<file path="src/hdl/c8ie_pkg.sv">
`timescale 1ns / 1ps
package c8ie_pkg;

  // Fixed geometry
  localparam int MEM_BYTES       = 4096;
  localparam int MEM_AW          = 12;
  localparam int SCREEN_WIDTH    = 64;
  localparam int SCREEN_HEIGHT   = 32;
  localparam int ROW_AW          = 5;
  localparam int STACK_DEPTH_DEF = 16;
  localparam int IN_DATA_W       = 48;
  localparam int OUT_DATA_W      = 96;

  localparam logic [15:0] FONT_BASE = 16'h0050;
  localparam logic [11:0] START_PC  = 12'h200;
  localparam logic [11:0] FETCH_TOP = 12'd4094;

  // Request kinds on in_tuser
  localparam logic [1:0] REQ_WRITE = 2'd0;
  localparam logic [1:0] REQ_EXEC  = 2'd1;
  localparam logic [1:0] REQ_TICK  = 2'd2;
  localparam logic [1:0] REQ_READ  = 2'd3;

  // Opcode sub-fields
  localparam logic [7:0] NN_CLS   = 8'hE0;
  localparam logic [7:0] NN_RET   = 8'hEE;
  localparam logic [7:0] NN_SKP   = 8'h9E;
  localparam logic [7:0] NN_SKNP  = 8'hA1;
  localparam logic [7:0] NN_LDDT  = 8'h07;
  localparam logic [7:0] NN_WAITK = 8'h0A;
  localparam logic [7:0] NN_SETDT = 8'h15;
  localparam logic [7:0] NN_SETST = 8'h18;
  localparam logic [7:0] NN_ADDI  = 8'h1E;
  localparam logic [7:0] NN_FONT  = 8'h29;
  localparam logic [7:0] NN_BCD   = 8'h33;
  localparam logic [7:0] NN_STORE = 8'h55;
  localparam logic [7:0] NN_LOAD  = 8'h65;

  localparam logic [3:0] ALU_MOV  = 4'h0;
  localparam logic [3:0] ALU_OR   = 4'h1;
  localparam logic [3:0] ALU_AND  = 4'h2;
  localparam logic [3:0] ALU_XOR  = 4'h3;
  localparam logic [3:0] ALU_ADD  = 4'h4;
  localparam logic [3:0] ALU_SUB  = 4'h5;
  localparam logic [3:0] ALU_SHR  = 4'h6;
  localparam logic [3:0] ALU_SUBN = 4'h7;
  localparam logic [3:0] ALU_SHL  = 4'hE;

  typedef enum logic [4:0] {
    K_CLS, K_RET, K_JP, K_CALL, K_SE_I, K_SNE_I, K_SE_R, K_SNE_R,
    K_LD_I, K_ADD_I, K_ALU, K_ALUF, K_LDI, K_JPV0, K_RND, K_DRW,
    K_SKP, K_SKNP, K_LDDT, K_SETDT, K_SETST, K_ADDI, K_WAITK, K_FONT,
    K_BCD, K_STORE, K_LOAD, K_UNK
  } kind_t;

  typedef enum logic [4:0] {
    ST_CLEAR, ST_IDLE, ST_MEMWR, ST_TICK, ST_FETCH_HI, ST_FETCH_LO, ST_DECODE,
    ST_RD_X, ST_RD_Y, ST_EXEC, ST_FLAG, ST_DRAW_RD, ST_DRAW_WR, ST_DRAW_END,
    ST_BCD, ST_STORE, ST_LD_RD, ST_LD_WR, ST_IDX, ST_DONE
  } ctrl_state_t;

  typedef enum logic [4:0] {
    DP_NONE, DP_CLEAR, DP_LATCH, DP_MEMWR, DP_TICK, DP_FETCH_HI, DP_FETCH_LO,
    DP_DECODE, DP_RD_X, DP_RD_Y, DP_EXEC, DP_FLAG, DP_DRAW_RD, DP_DRAW_WR,
    DP_DRAW_END, DP_BCD, DP_STORE, DP_LD_RD, DP_LD_WR, DP_IDX, DP_OUT
  } dp_op_t;

  typedef struct packed {
    dp_op_t op;
  } cmd_t;

  typedef struct packed {
    kind_t kind;
    logic  clr_last;
    logic  draw_stop;
    logic  reg_last;
    logic  bcd_last;
    logic  out_busy;
  } sts_t;

  // Classify one instruction word
  function automatic kind_t decode_kind(input logic [15:0] op);
    kind_t k;
    k = K_UNK;
    unique case (op[15:12])
      4'h0: begin
        if (op[7:0] == NN_CLS) k = K_CLS;
        else if (op[7:0] == NN_RET) k = K_RET;
      end
      4'h1: k = K_JP;
      4'h2: k = K_CALL;
      4'h3: k = K_SE_I;
      4'h4: k = K_SNE_I;
      4'h5: k = K_SE_R;
      4'h6: k = K_LD_I;
      4'h7: k = K_ADD_I;
      4'h8: begin
        if (op[3:0] == ALU_MOV || op[3:0] == ALU_OR || op[3:0] == ALU_AND ||
            op[3:0] == ALU_XOR) k = K_ALU;
        else if (op[3:0] == ALU_ADD || op[3:0] == ALU_SUB || op[3:0] == ALU_SHR ||
                 op[3:0] == ALU_SUBN || op[3:0] == ALU_SHL) k = K_ALUF;
      end
      4'h9: k = K_SNE_R;
      4'hA: k = K_LDI;
      4'hB: k = K_JPV0;
      4'hC: k = K_RND;
      4'hD: k = K_DRW;
      4'hE: begin
        if (op[7:0] == NN_SKP) k = K_SKP;
        else if (op[7:0] == NN_SKNP) k = K_SKNP;
      end
      4'hF: begin
        if (op[7:0] == NN_LDDT) k = K_LDDT;
        else if (op[7:0] == NN_WAITK) k = K_WAITK;
        else if (op[7:0] == NN_SETDT) k = K_SETDT;
        else if (op[7:0] == NN_SETST) k = K_SETST;
        else if (op[7:0] == NN_ADDI) k = K_ADDI;
        else if (op[7:0] == NN_FONT) k = K_FONT;
        else if (op[7:0] == NN_BCD) k = K_BCD;
        else if (op[7:0] == NN_STORE) k = K_STORE;
        else if (op[7:0] == NN_LOAD) k = K_LOAD;
      end
      default: k = K_UNK;
    endcase
    return k;
  endfunction

  // One decimal digit of a byte: sel 0 hundreds, 1 tens, 2 ones
  function automatic logic [7:0] bcd_digit(input logic [7:0] v, input logic [1:0] sel);
    logic [1:0]  h;
    logic [7:0]  r;
    logic [14:0] p;
    logic [3:0]  t;
    logic [7:0]  o;
    logic [7:0]  d;
    if (v >= 8'd200) h = 2'd2;
    else if (v >= 8'd100) h = 2'd1;
    else h = 2'd0;
    r = v - ({6'b0, h} * 8'd100);
    // tens by reciprocal multiply, exact for values below 100
    p = 15'(r) * 15'd205;
    t = p[14:11];
    o = r - 8'({t, 3'b000} + {t, 1'b0});
    unique case (sel)
      2'd0:    d = {6'b0, h};
      2'd1:    d = {4'b0, t};
      default: d = o;
    endcase
    return d;
  endfunction

  // Index of the highest set key
  function automatic logic [3:0] top_key(input logic [15:0] keys);
    logic [3:0] k;
    k = 4'd0;
    for (int i = 0; i < 16; i++) begin
      if (keys[i]) k = 4'(i);
    end
    return k;
  endfunction

endpackage

</file>
<file path="src/hdl/c8ie_ctrl.sv">
`timescale 1ns / 1ps
module c8ie_ctrl (
  input  logic                clk,
  input  logic                rst_n,
  input  logic                in_tvalid,
  input  logic [1:0]          in_tuser,
  output logic                in_tready,
  input  c8ie_pkg::sts_t      sts,
  output c8ie_pkg::cmd_t      cmd
);

  c8ie_pkg::ctrl_state_t state_r, state_nxt;

  // State register
  always_ff @(posedge clk) begin
    if (!rst_n) state_r <= c8ie_pkg::ST_CLEAR;
    else state_r <= state_nxt;
  end

  // Next state and datapath commands
  always_comb begin
    state_nxt = state_r;
    cmd.op    = c8ie_pkg::DP_NONE;
    in_tready = 1'b0;
    unique case (state_r)
      c8ie_pkg::ST_CLEAR: begin
        cmd.op = c8ie_pkg::DP_CLEAR;
        if (sts.clr_last) state_nxt = c8ie_pkg::ST_IDLE;
      end
      c8ie_pkg::ST_IDLE: begin
        in_tready = 1'b1;
        if (in_tvalid) begin
          cmd.op = c8ie_pkg::DP_LATCH;
          unique case (in_tuser)
            c8ie_pkg::REQ_WRITE: state_nxt = c8ie_pkg::ST_MEMWR;
            c8ie_pkg::REQ_EXEC:  state_nxt = c8ie_pkg::ST_FETCH_HI;
            c8ie_pkg::REQ_TICK:  state_nxt = c8ie_pkg::ST_TICK;
            default:             state_nxt = c8ie_pkg::ST_DONE;
          endcase
        end
      end
      c8ie_pkg::ST_MEMWR: begin
        cmd.op    = c8ie_pkg::DP_MEMWR;
        state_nxt = c8ie_pkg::ST_DONE;
      end
      c8ie_pkg::ST_TICK: begin
        cmd.op    = c8ie_pkg::DP_TICK;
        state_nxt = c8ie_pkg::ST_DONE;
      end
      c8ie_pkg::ST_FETCH_HI: begin
        cmd.op    = c8ie_pkg::DP_FETCH_HI;
        state_nxt = c8ie_pkg::ST_FETCH_LO;
      end
      c8ie_pkg::ST_FETCH_LO: begin
        cmd.op    = c8ie_pkg::DP_FETCH_LO;
        state_nxt = c8ie_pkg::ST_DECODE;
      end
      c8ie_pkg::ST_DECODE: begin
        cmd.op    = c8ie_pkg::DP_DECODE;
        state_nxt = c8ie_pkg::ST_RD_X;
      end
      c8ie_pkg::ST_RD_X: begin
        cmd.op    = c8ie_pkg::DP_RD_X;
        state_nxt = c8ie_pkg::ST_RD_Y;
      end
      c8ie_pkg::ST_RD_Y: begin
        cmd.op    = c8ie_pkg::DP_RD_Y;
        state_nxt = c8ie_pkg::ST_EXEC;
      end
      c8ie_pkg::ST_EXEC: begin
        cmd.op = c8ie_pkg::DP_EXEC;
        priority case (sts.kind)
          c8ie_pkg::K_ALUF, c8ie_pkg::K_ADDI: state_nxt = c8ie_pkg::ST_FLAG;
          c8ie_pkg::K_DRW:   state_nxt = c8ie_pkg::ST_DRAW_RD;
          c8ie_pkg::K_BCD:   state_nxt = c8ie_pkg::ST_BCD;
          c8ie_pkg::K_STORE: state_nxt = c8ie_pkg::ST_STORE;
          c8ie_pkg::K_LOAD:  state_nxt = c8ie_pkg::ST_LD_RD;
          default:           state_nxt = c8ie_pkg::ST_DONE;
        endcase
      end
      c8ie_pkg::ST_FLAG: begin
        cmd.op    = c8ie_pkg::DP_FLAG;
        state_nxt = c8ie_pkg::ST_DONE;
      end
      // sprite rows: read a byte, then merge it into the screen
      c8ie_pkg::ST_DRAW_RD: begin
        cmd.op    = c8ie_pkg::DP_DRAW_RD;
        state_nxt = sts.draw_stop ? c8ie_pkg::ST_DRAW_END : c8ie_pkg::ST_DRAW_WR;
      end
      c8ie_pkg::ST_DRAW_WR: begin
        cmd.op    = c8ie_pkg::DP_DRAW_WR;
        state_nxt = c8ie_pkg::ST_DRAW_RD;
      end
      c8ie_pkg::ST_DRAW_END: begin
        cmd.op    = c8ie_pkg::DP_DRAW_END;
        state_nxt = c8ie_pkg::ST_DONE;
      end
      c8ie_pkg::ST_BCD: begin
        cmd.op = c8ie_pkg::DP_BCD;
        if (sts.bcd_last) state_nxt = c8ie_pkg::ST_DONE;
      end
      c8ie_pkg::ST_STORE: begin
        cmd.op = c8ie_pkg::DP_STORE;
        if (sts.reg_last) state_nxt = c8ie_pkg::ST_IDX;
      end
      c8ie_pkg::ST_LD_RD: begin
        cmd.op    = c8ie_pkg::DP_LD_RD;
        state_nxt = c8ie_pkg::ST_LD_WR;
      end
      c8ie_pkg::ST_LD_WR: begin
        cmd.op    = c8ie_pkg::DP_LD_WR;
        state_nxt = sts.reg_last ? c8ie_pkg::ST_IDX : c8ie_pkg::ST_LD_RD;
      end
      c8ie_pkg::ST_IDX: begin
        cmd.op    = c8ie_pkg::DP_IDX;
        state_nxt = c8ie_pkg::ST_DONE;
      end
      // hand the word to the output register once it is free
      c8ie_pkg::ST_DONE: begin
        if (!sts.out_busy) begin
          cmd.op    = c8ie_pkg::DP_OUT;
          state_nxt = c8ie_pkg::ST_IDLE;
        end
      end
      default: state_nxt = c8ie_pkg::ST_IDLE;
    endcase
  end

endmodule

</file>
<file path="config.mk">
export PLATFORM = sky130hd
export DESIGN_NAME = c8ie_ctrl
export DESIGN_NICKNAME = d
export VERILOG_FILES = /design/src/hdl/c8ie_pkg.sv /design/src/hdl/c8ie_ctrl.sv
export SDC_FILE = /design/constraint.sdc
export NUM_CORES = 1
export LEC_CHECK = 0
export ABC_AREA = 1
export BUFFER_PORTS_ARGS = -buffer_cell sky130_fd_sc_hd__buf_2
export CAP_MARGIN = 5
export CORE_ASPECT_RATIO = 1.4
export CORE_MARGIN = 1
export CORE_UTILIZATION = 30
export DETAILED_ROUTE_END_ITERATION = 8
export GPL_TIMING_DRIVEN = 0
export PLACE_DENSITY_LB_ADDON = 0.05
export SLEW_MARGIN = 40
export SYNTH_ARGS = -nofsm -noshare
export SYNTH_HDL_FRONTEND = slang
export SYNTH_SLANG_ARGS = --single-unit
</file>
<file path="constraint.sdc">
create_clock -name clk -period 1.5 [get_ports clk]
set_input_delay 0.075 -clock clk [delete_from_list [all_inputs] [get_ports clk]]
set_output_delay 0.075 -clock clk [all_outputs]
set_load 0.05 [all_outputs]
</file>
# Word-level counts from Yosys, hierarchy flattened
# Cells that the tools add are included.
classes:
  addsub: 0
  multipliers: 0
  div_mod_pow: 0
  n_lt_le_gt_ge: 0
  n_eq_ne: 32
  shift: 0
  n_mux: 14
  bitwise: 0
  n_reduce_logical: 5
ops:
  columns: ["cell", "count"]
  rows:
  - ["$pmux 5 s20", 1]
  - ["$pmux 5 s16", 1]
  - ["$eq 5x4->1 const B", 10]
  - ["$eq 5x5->1 const B", 8]
  - ["$mux 5", 6]
  - ["$pmux 5 s5", 1]
  - ["$eq 5x3->1 const B", 4]
  - ["$pmux 5 s3", 1]
  - ["$eq 5x2->1 const B", 2]
  - ["$ne 2x2->1 const B", 5]
  - ["$eq 5x1->1 const B", 1]
  - ["$logic_not 5->1", 1]
  - ["$reduce_and 5->1", 1]
  - ["$reduce_or 5->1", 1]
  - ["$mux 2", 2]
  - ["$eq 2x1->1 const B", 1]
  - ["$eq 2x2->1 const B", 1]
  - ["$logic_not 2->1", 1]
  - ["$mux 1", 2]
  - ["$reduce_or 2->1", 1]
totals:
  regBits: 5
  latch_bits: 0
  ramBits: 0
  romBits: 0
  in_bits: 15
  out_inout_bits: 6
  wordCells: 52
  mem_count: 0

# Longest topological paths before layout
depth:
  ltp_word: 4
  mapped_depth: 12
  depth_no_buf: 11

# Worst setup path after synthesis
# Ideal clock, no wire load.
synth_path:
  path_kind: "reg2out"
  start: "reg state_r[2]"
  end: "out cmd[1] (netlist name)"
  t_arrival_ns: 1.575
  required_time_ns: 1.425
  slack_ns: -0.150
  stages_incl_launch_ff: 4
  path_buffers: 0
  cell_sequence: "dfxtp_1 > nor2_4 > nand3_2 > o2111ai_1"
synth_rtl:
  columns: ["item", "line_no", "text"]
  rows:
  - ["start, declared", "c8ie_ctrl.sv:12", "c8ie_pkg::ctrl_state_t state_r, state_nxt;"]
  - ["start signal, assigned", "c8ie_ctrl.sv:16", "if (!rst_n) state_r <= c8ie_pkg::ST_CLEAR;"]
  - ["start signal, assigned", "c8ie_ctrl.sv:17", "else state_r <= state_nxt;"]
  - ["end, declared", "c8ie_ctrl.sv:9", "output c8ie_pkg::cmd_t cmd"]

==> summary.md <==
| Metric | Value |
|---|---|
| P&R area growth vs syn | `46.4%` |
| Port bufs | `20` |
| Net count after synthesis | `170` |
| Layout Skew | `0.00217 ns` |
| Largest registers | `state_r (5)` |
| Iter 0 DRT Violations | `38` |
| Total GRT Usage | `19.2%` |
| Worst ir drop on vdd | `0.725 mV` |
| Register area | `119 sq um` |
| Final worst slack | `-0.154 ns` |
| Layout cell share with drive strength beyond 1 | `42.3%` |
| Vias | `1134` |
| Max-cap viol count | `0` |
| Status | `finished, violations left` |
| Worst Tran Pin Value | `0.351 ns` |
| Largest Register | `state_r` |
| Hold Violations, Final | `0` |
| Largest delay share family, worst path | `simple AND/OR/NAND/NOR gates` |
| Clock transition at the registers of the reported paths | `0.04 ns` |
| Hold crit path type | `in -> reg` |
| Worst skew pair latency | `0.24 ns` |
| Routability cong. | `0.891` |
| Most frequent CP cell | `buf_6` |
| Crit path kind | `reg -> out` |
| Initial antenna violation count | `0` |
| Drt drc | `0` |
| Total CTS buffers | `3` |
| R2R depth | `9` |
| Cells along the critical path | `inv_6 -> buf_6 -> or4_4 -> nand3_2 -> buf_6` |
| Die span in x | `46.8 microns` |
| Drt via density | `5.04` |
| Hold path depth | `3` |
| Antenna viol nets, final | `0` |
| Power Density | `1520 mW/mm^2` |
| Crit path time final | `1.65 ns` |
| Setup WS pre-CTS | `-0.169 ns` |
| Sequential area share after synthesis | `11.9%` |
| WL final | `2.79 mm` |
| Hold Path Sink | `state_r[0]` |
| Relative slew slack | `76.3%` |
| Vias in the first global route | `1023` |
| Starting Density | `32.0%` |
| R2r endpoint | `state_r[4]` |
| Max Freq | `605 MHz` |
| Row count | `22` |
| First-pass GRT wire length | `4.28 mm` |
| Syn Area/Cell | `5.45 sq um` |
| Fin crit share | `110%` |
| DR WL/cell | `12.4 microns` |
| Pleak | `0.000633 uW` |
| Worst EP arrival | `1.58 ns` |
| Setup-failing EPs final | `4` |
| Antenna diodes | `0` |
| CTS Root Cell | `clkbuf_4` |
| Max incr delay on CP | `0.55 ns` |
| Crit-path slowest cell | `or4_4` |
| Core Util, Final | `46.8%` |
| Die Area | `0.00303 sq mm` |
| CTS max path bufs | `2` |
| CP Buf/Inv Count | `3` |
| Multi-input logic area | `719 sq um` |
| Vert. Die Dim | `64.8 microns` |
| Cells after DPL | `211` |
| Post-synth cell types | `26` |
| H-tree depth | `1` |
| Largest net degree at the start of global routing | `11` |
| Post-route insts no fill | `225` |
| CTS tree | `done` |
| Clk sinks | `5` |
| I/O pin total | `21` |
| Worst reg2reg setup slack | `0.01 ns` |
| Reg2Reg Launch Point | `state_r[1]` |
| Worst EP required | `1.42 ns` |
| Hold_buf cts | `0` |
| Pins Over Slew Limit | `0` |
| # nets final | `205` |
| Core Area | `0.00264 sq mm` |
| Syn Inst Count | `155` |
| Cell Area, Synth | `845 sq um` |
| Yosys warns | `0` |
| Global route overflow | `0` |
| Setup crit start kind | `flop` |
| FILL cells | `322` |
| Number of synthesized register bits | `5` |
| Crit. End Element | `output pin` |
| Failing checks | `setup timing` |
| Max reg flops | `5` |
| RSZ-0062 raised after global routing | `true` |
| Pre-antenna DRT Iters | `4` |
| Worst Hold Launch | `rst_n` |
| Critical Path Fanout Max | `7` |
| DP HPWL | `2.12 mm` |
what timing repair did:
| action | 4_1_cts | 5_1_grt |
|---|---|---|
| gates resized for setup | 24 | 16 |
| endpoints found under the hold margin | 0 | 0 |
| pin swaps | 3 | 8 |
| setup endpoints to repair | 11 | 11 |
| buffers inserted | 3 | 8 |
Yosys cell counts:
master	instances	share of area [%]
a31oi_1	1	0.74
nand2_1	37	16
inv_1	14	6.2
o211ai_1	1	0.89
nand3b_1	2	1.8
nor2_1	21	9.3
o21bai_1	1	0.89
nand3_2	2	2.4
o21ai_1	2	1.2
nand2_4	1	1.3
a21oi_1	9	5.3
buf_6	2	2.7
nand3_1	20	12
dfxtp_1	5	12
o21ai_0	1	0.59
nor2_4	3	4.0
or4_1	1	0.89
o2111ai_1	1	1.0
nand2_2	6	4.4
inv_4	1	0.74
nand4_2	1	1.5
o31ai_1	1	0.89
nor2_2	4	3.0
nand4_1	4	3.0
inv_2	8	3.6
nor3_1	6	3.6
per-stage QoR:
stage / hold WS [ns] / setup TNS [ns] / total power [uW] / cell area [sq um]
after floorplan: 0.220 / -0.226 / 1150 / 851
after global placement: 0.342 / -0.449 / 1410 / 996
after detailed placement: 0.345 / -0.362 / 1410 / 996
after CTS: 0.0839 / -0.537 / 1730 / 1110
after global routing: 0.106 / -0.783 / 2010 / 1240
final: 0.104 / -0.416 / 1880 / 1240
placed cells by master, fill, tap and decap left out, drive strengths merged, types with 2 or more instances in the layout:
| master | Yosys | final |
|---|---|---|
| nand3b | 2 | 2 |
| clkbuf | 0 | 5 |
| nand2 | 44 | 44 |
| a21oi | 9 | 9 |
| buf | 2 | 31 |
| o21ai | 3 | 3 |
| nor2 | 28 | 28 |
| dfxtp | 5 | 5 |
| nand4 | 5 | 5 |
| nor3 | 6 | 6 |
| inv | 23 | 23 |
| nand3 | 22 | 22 |
layout make-up:
| cell class | instances | share of cell area (%) |
|---|---|---|
| Sequential cell | 5 | 9.62 |
| Tap cell | 36 | 3.64 |
| Timing Repair Buffer | 31 | 17.9 |
| Multi-Input combinational cell | 125 | 58.2 |
| Buffer | 1 | 0.911 |
| Inverter | 23 | 7.59 |
| Clock buffer | 4 | 2.13 |
worst min-delay path, stage by stage:
cell and delay [ns]:
buf_2 0.10, o21ai_1 0.07, nor2_1 0.05
cells by family (layout without fill, tap and decap cells):
kind of cell | count (synthesis) | in the layout | share of synthesized area [%]
buf+inv | 25 | 59 | 13.2
simple gates | 108 | 108 | 63.4
compound gates | 17 | 17 | 11.6
flops | 5 | 5 | 11.9
how the worst max path moves through the flow:
stage                from  endpoint  slack, ns  cells past startpoint
6_report       state_r[4]    cmd[2]      -0.15                      5
5_1_grt        state_r[4]    cmd[2]      -0.19                      5
4_1_cts        state_r[4]    cmd[2]      -0.19                      6
3_5_place_dp   state_r[4]    cmd[4]      -0.17                      6
3_3_place_gp   state_r[4]    cmd[2]      -0.20                      6
2_1_floorplan  state_r[4]    cmd[2]      -0.11                      5
power breakdown:
part | leakage [uW] | internal, uW | switching, uW
Clock | 0.0000150 | 100 | 48.8
Combinational | 0.000574 | 548 | 917
Sequential | 0.0000444 | 185 | 79.8
layer usage:
| layer | global-route usage [%] | up-vias | wire (microns) |
|---|---|---|---|
| met5 | 0 | - | 0 |
| met4 | 7.14 | 0 | 48 |
| met3 | 2.79 | 7 | 134 |
| met2 | 33.5 | 35 | 1460 |
| met1 | 22.4 | 515 | 1140 |
| li1 | - | 577 | - |
No activity file was read; power rests on OpenSTA's default activity.
